## src/rtl/core/mfcb_pkg.sv

```systemverilog
`default_nettype none
package mfcb_pkg;

  // frame store geometry
  localparam int MAX_WIDTH  = 128;
  localparam int MAX_HEIGHT = 128;
  localparam int MAX_RADIUS = 16;
  localparam int XW         = $clog2(MAX_WIDTH);
  localparam int YW         = $clog2(MAX_HEIGHT);
  localparam int AW         = XW + YW;
  localparam int DEPTH      = MAX_WIDTH * MAX_HEIGHT;

  // field and register widths
  localparam int POS_W      = 7;
  localparam int PIX_W      = 32;
  localparam int COV_W      = 8;
  localparam int RADIUS_W   = 5;
  localparam int DIM_W      = 8;
  localparam int CFG_IDX_W  = 2;
  localparam int CFG_DATA_W = 8;
  localparam int IN_DATA_W  = 56;

  // register indexes
  localparam logic [CFG_IDX_W-1:0] CFG_RADIUS = 2'd0;
  localparam logic [CFG_IDX_W-1:0] CFG_WIDTH  = 2'd1;
  localparam logic [CFG_IDX_W-1:0] CFG_HEIGHT = 2'd2;

  // window and histogram sizes
  localparam int WIN_W   = $clog2(2 * MAX_RADIUS + 1);
  localparam int CNT_W   = $clog2((2 * MAX_RADIUS + 1) * (2 * MAX_RADIUS + 1) + 1);
  localparam int CHANS   = 4;
  localparam int BIN_W   = 8;
  localparam int BINS    = 256;
  localparam int DIM_MAX = (XW > YW) ? XW : YW;
  localparam int COORD_W = ((DIM_MAX > WIN_W) ? DIM_MAX : WIN_W) + 2;

  // commands from controller to datapath
  typedef struct packed {
    logic             load;
    logic             capture;
    logic             orig_issue;
    logic             win_issue;
    logic [WIN_W-1:0] ix;
    logic [WIN_W-1:0] iy;
    logic             clear_issue;
    logic             scan_start;
    logic             scan_issue;
    logic [BIN_W-1:0] bin;
    logic             push;
  } cmd_t;

  // status from datapath to controller
  typedef struct packed {
    logic [WIN_W-1:0] win_max;
    logic             out_full;
  } stat_t;

endpackage
`default_nettype wire

```

## src/rtl/core/mfcb_ctrl.sv

```systemverilog
`default_nettype none
module mfcb_ctrl (
  input  wire logic            clk,
  input  wire logic            rst,
  input  wire logic            in_valid,
  input  wire logic            in_mode,
  output logic                 in_ready,
  input  wire mfcb_pkg::stat_t stat,
  output mfcb_pkg::cmd_t       cmd
);

  typedef enum logic [2:0] {
    S_CLEAR, S_IDLE, S_ORIG, S_WIN, S_DRAIN, S_SCAN, S_SCAN_END, S_PUSH
  } state_t;

  state_t                       state;
  logic [mfcb_pkg::WIN_W-1:0]   ix;
  logic [mfcb_pkg::WIN_W-1:0]   iy;
  logic [mfcb_pkg::BIN_W-1:0]   bin;
  logic                         drain;
  logic                         accept;

  assign in_ready = (state == S_IDLE);
  assign accept   = in_valid && in_ready;

  // command decode
  always_comb begin
    cmd             = '0;
    cmd.ix          = ix;
    cmd.iy          = iy;
    cmd.bin         = bin;
    cmd.load        = accept && !in_mode;
    cmd.capture     = accept && in_mode;
    cmd.orig_issue  = (state == S_ORIG);
    cmd.win_issue   = (state == S_WIN);
    cmd.clear_issue = (state == S_CLEAR);
    cmd.scan_start  = (state == S_DRAIN);
    cmd.scan_issue  = (state == S_SCAN);
    cmd.push        = (state == S_PUSH) && !stat.out_full;
  end

  // sequencer
  always_ff @(posedge clk) begin
    if (rst) begin
      state <= S_CLEAR;
      ix    <= '0;
      iy    <= '0;
      bin   <= '0;
      drain <= 1'b0;
    end else begin
      unique case (state)
        S_CLEAR: begin
          bin <= bin + 1'b1;
          if (bin == mfcb_pkg::BIN_W'(mfcb_pkg::BINS - 1)) state <= S_IDLE;
        end
        S_IDLE: begin
          if (accept && in_mode) state <= S_ORIG;
        end
        S_ORIG: begin
          ix    <= '0;
          iy    <= '0;
          state <= S_WIN;
        end
        S_WIN: begin
          if (ix == stat.win_max) begin
            ix <= '0;
            if (iy == stat.win_max) begin
              drain <= 1'b0;
              state <= S_DRAIN;
            end else begin
              iy <= iy + 1'b1;
            end
          end else begin
            ix <= ix + 1'b1;
          end
        end
        S_DRAIN: begin
          drain <= 1'b1;
          bin   <= '0;
          if (drain) state <= S_SCAN;
        end
        S_SCAN: begin
          bin <= bin + 1'b1;
          if (bin == mfcb_pkg::BIN_W'(mfcb_pkg::BINS - 1)) state <= S_SCAN_END;
        end
        S_SCAN_END: begin
          state <= S_PUSH;
        end
        S_PUSH: begin
          if (!stat.out_full) state <= S_IDLE;
        end
        default: state <= S_IDLE;
      endcase
    end
  end

endmodule
`default_nettype wire

```

## config.mk

```make
export PLATFORM = sky130hd
export DESIGN_NAME = mfcb_ctrl
export DESIGN_NICKNAME = d
export VERILOG_FILES = /design/src/rtl/core/mfcb_pkg.sv /design/src/rtl/core/mfcb_ctrl.sv
export SDC_FILE = /design/constraint.sdc
export NUM_CORES = 1
export LEC_CHECK = 0
export CORE_AREA = 2 2 55 57
export DETAILED_ROUTE_END_ITERATION = 7
export DIE_AREA = 0 0 57 59
export DONT_BUFFER_PORTS = 1
export PLACE_DENSITY = 0.69
export SYNTH_ARGS = -nofsm -noshare
export SYNTH_HDL_FRONTEND = slang
export SYNTH_SLANG_ARGS = --single-unit
export TNS_END_PERCENT = 50
```

## constraint.sdc

```tcl
create_clock -name clk -period 1.7 [get_ports clk]
set_clock_uncertainty 0.05 [all_clocks]
set_input_delay 0.34 -clock clk [delete_from_list [all_inputs] [get_ports clk]]
set_output_delay 0.34 -clock clk [all_outputs]
set_load 0.1 [all_outputs]
```

==> flow_summary.yaml <==
synthesis:
  synth.area.top_cells: "dfxtp_1 33%, xnor2_1 4.2%, nand2_1 4.1%"
  ys.flop_type: "dfxtp_1"
  syn_nets: 195
  ys_async_sr_fraction_pct: 0
  netlist_area_um2: 1450
  synth_top_cell_by_area: "dfxtp_1"
  yosys.cell_count.top_type: "dfxtp_1"
  syn_avg_cell_area_um2: 8.00
  ys_ff_latch: 24
  yosys-top-cells-count: "24 x dfxtp_1, 16 x nand2_1, 14 x nor2_1"
  synth_cells: 181
  synth_edf_count: 0
  yosysUniqueCellTypes: 45
  synth_top_cell_area_share_pct: 33.2
  yosys_warnings: 0
  yosysSeqAreaShare_pct: 33.2
routing:
  vias_per_cell: 6.03
  firstDrtPassIters: 4
  wl_per_cell_um: 17.1
  routed_wirelength_mm: 4.57
  antenna_left: 0
  route.detailed.drc: 0
  num_vias: 1610
  drtIter0Drc: 76
clocking:
  clk_path_buf_depth: 2
  cts_tree: "built"
  htreeDepth: 1
  root_buffer: "clkbuf_4"
  clock-sinks: 24
  cts_buffers: 3
  clkLatencyLatePin_ns: 0.32
  path_clk_slew_ns: 0.14
sta:
  min_period_ns: 1.84
  max_freq_ghz: 0.542
  finalHoldViolCount: 0
  worstMarginPinSlew_ns: 0.405
  rsz0062_at_grt: "yes"
  setup_ws_ns: -0.144
  setup_viol: 12
  fin_crit_sh_pct: 108
  timing.slew.headroom_pct: 72.9
  finalMaxSlewViolations: 0
global_route:
  grt_pass1_wl_mm: 6.84
  grt_max_degree: 22
  grt-ovfl-total: 0
  first_global_vias: 1554
  grt_usage_pct: 25.5
  antenna_found_initial: 0
pwr:
  peakVddDrop_v: 0.000540
  powerDensity_nw_per_um2: 456
  p_leak_nw: 0.934
worst_setup_path:
  start_kind: "flop"
  cp.required_ns: 1.90
  crit_chain: "xnor2_2 -> nand4_1 -> a211o_4 -> or4_4 -> a31oi_4"
  cp.arrival_ns: 2.04
  slowest_stage: "or4_4"
  crit_path_max_fanout: 6
  crit_path_end_kind: "flop"
  crit_path_max_incr_delay_ns: 0.44
  worst_r2r_path_depth: 5
  crit_type: "reg2reg"
floorplan:
  core_area_um2: 2710
  dieArea_um2: 3360
  initial_core_util_pct: 53.4
  chipWidth_um: 57
  die_h_um: 59
  ios: 40
  rows: 19
place:
  gp_congestion: 0.828
  post-dp-hpwl_mm: 2.95
  pre_cts_ws_ns: -0.0722
  dpl_cell_area_um2: 1980
  numPortBuffers: 0
layout:
  multiInputGateArea_um2: 1050
  nFillCells: 166
  regArea_um2: 534
  area_delta_synth_final_pct: 57.7
  drive_gt1_share_pct: 42.4
  final_area_um2: 2280
  num_antenna_cells: 0
  nets: 251
hold_path:
  holdPathStages: 1
  hold_path_class: "in2reg"
run_status:
  status: "complete, but fails checks"
  violations: "negative setup slack"
flow_run:
  cap_violations: 0
routing by layer:
layer	wire (µm)	track usage [%]	vias up
li1	-	-	775
met1	1940	32.1	757
met2	2240	43.3	66
met3	310	6.77	12
met4	87	6.98	0
met5	0	0	-
sequential cells by signal (all words and copies together), names as in the netlist:
register and flops:
bin 8, drain 1, ix 6, iy 6, state 3
critical path: cells and delay by family, from the launching register on:
family | cells | cell delay (ns)
compound gates | 2 | 0.59
xor+xnor | 1 | 0.15
flops | 1 | 0.38
simple gates | 2 | 0.61
where the power goes:
part           switching, mW  leakage [nW]  internal (mW)
logic                 0.0796         0.703         0.0399
clock network          0.187        0.0261          0.180
registers            0.00763         0.206          0.546
total                  0.275         0.934          0.766
area by class of cell:
class	instances	share of cell area, %
inverter	7	1.26
multi-input combinational	142	46.2
clock buffer	4	2.08
sequential	24	23.4
tap	31	1.70
timing repair buffer	59	25.4
worst paths after layout:
kind / slack, ns / end / startpoint
max: -0.14 / iy[2] / ix[2]
min: 0.01 / iy[5] / rst
max reg2reg: -0.14 / iy[2] / ix[2]
min reg2reg: 0.45 / drain / drain
metrics by stage:
stage                     setup TNS, ns  power, mW  hold slack, ns  instances  util [%]
after floorplan                   -6.75      0.659           0.409        181         -
after global placement          -0.0681      0.671           0.352        246      73.0
after detailed placement        -0.0884      0.673           0.354        246      73.0
after CTS                        -0.422       1.03        0.000532        260      80.7
after global routing              -1.56       1.07         0.00155        267      84.3
final                            -0.615       1.04         0.00971        267      84.3
what timing repair did:
item,4_1_cts,5_1_grt
endpoints found under the setup margin,16,14
buffers inserted,9,6
hold endpoints to repair,1,4
pin swaps,4,8
hold buffers,1,1
gates resized for setup,24,10
cell families (layout without fill, tap and decap cells):
group	after synthesis	in the layout	share of synthesized area (%)
and+or+nand+nor	82	82	29.8
AOI/OAI and AO/OA	38	38	17.6
DFF	24	24	33.2
buffers and inverters	15	70	4.49
xor gates and xnor gates	13	13	7.87
muxes	5	5	3.72
adders and majority gates	4	4	3.28
placed cells by master, fill, tap and decap left out, types with 3 or more instances in the layout:
cell type  synthesis  routed
dfxtp_4            0      14
mux2_1             3       3
o211ai_1           5       5
nand2b_1           4       4
a31oi_1            6       5
buf_6              1       5
nand3_1            9       9
clkbuf_4           0       3
and3_1             4       3
a21oi_1            6       6
o21ai_1            7       7
dfxtp_1           24       9
nand2_1           16      12
xnor2_1            7       3
inv_1              5       4
xnor2_2            0       4
nor2_1            14      11
buf_12             0       9
buf_4              0      43
xor2_1             6       6
nor3_1             7       5
nand4_1            8       8
or3_1              3       3
ha_1               3       3
(Power assumes the default switching activity.)
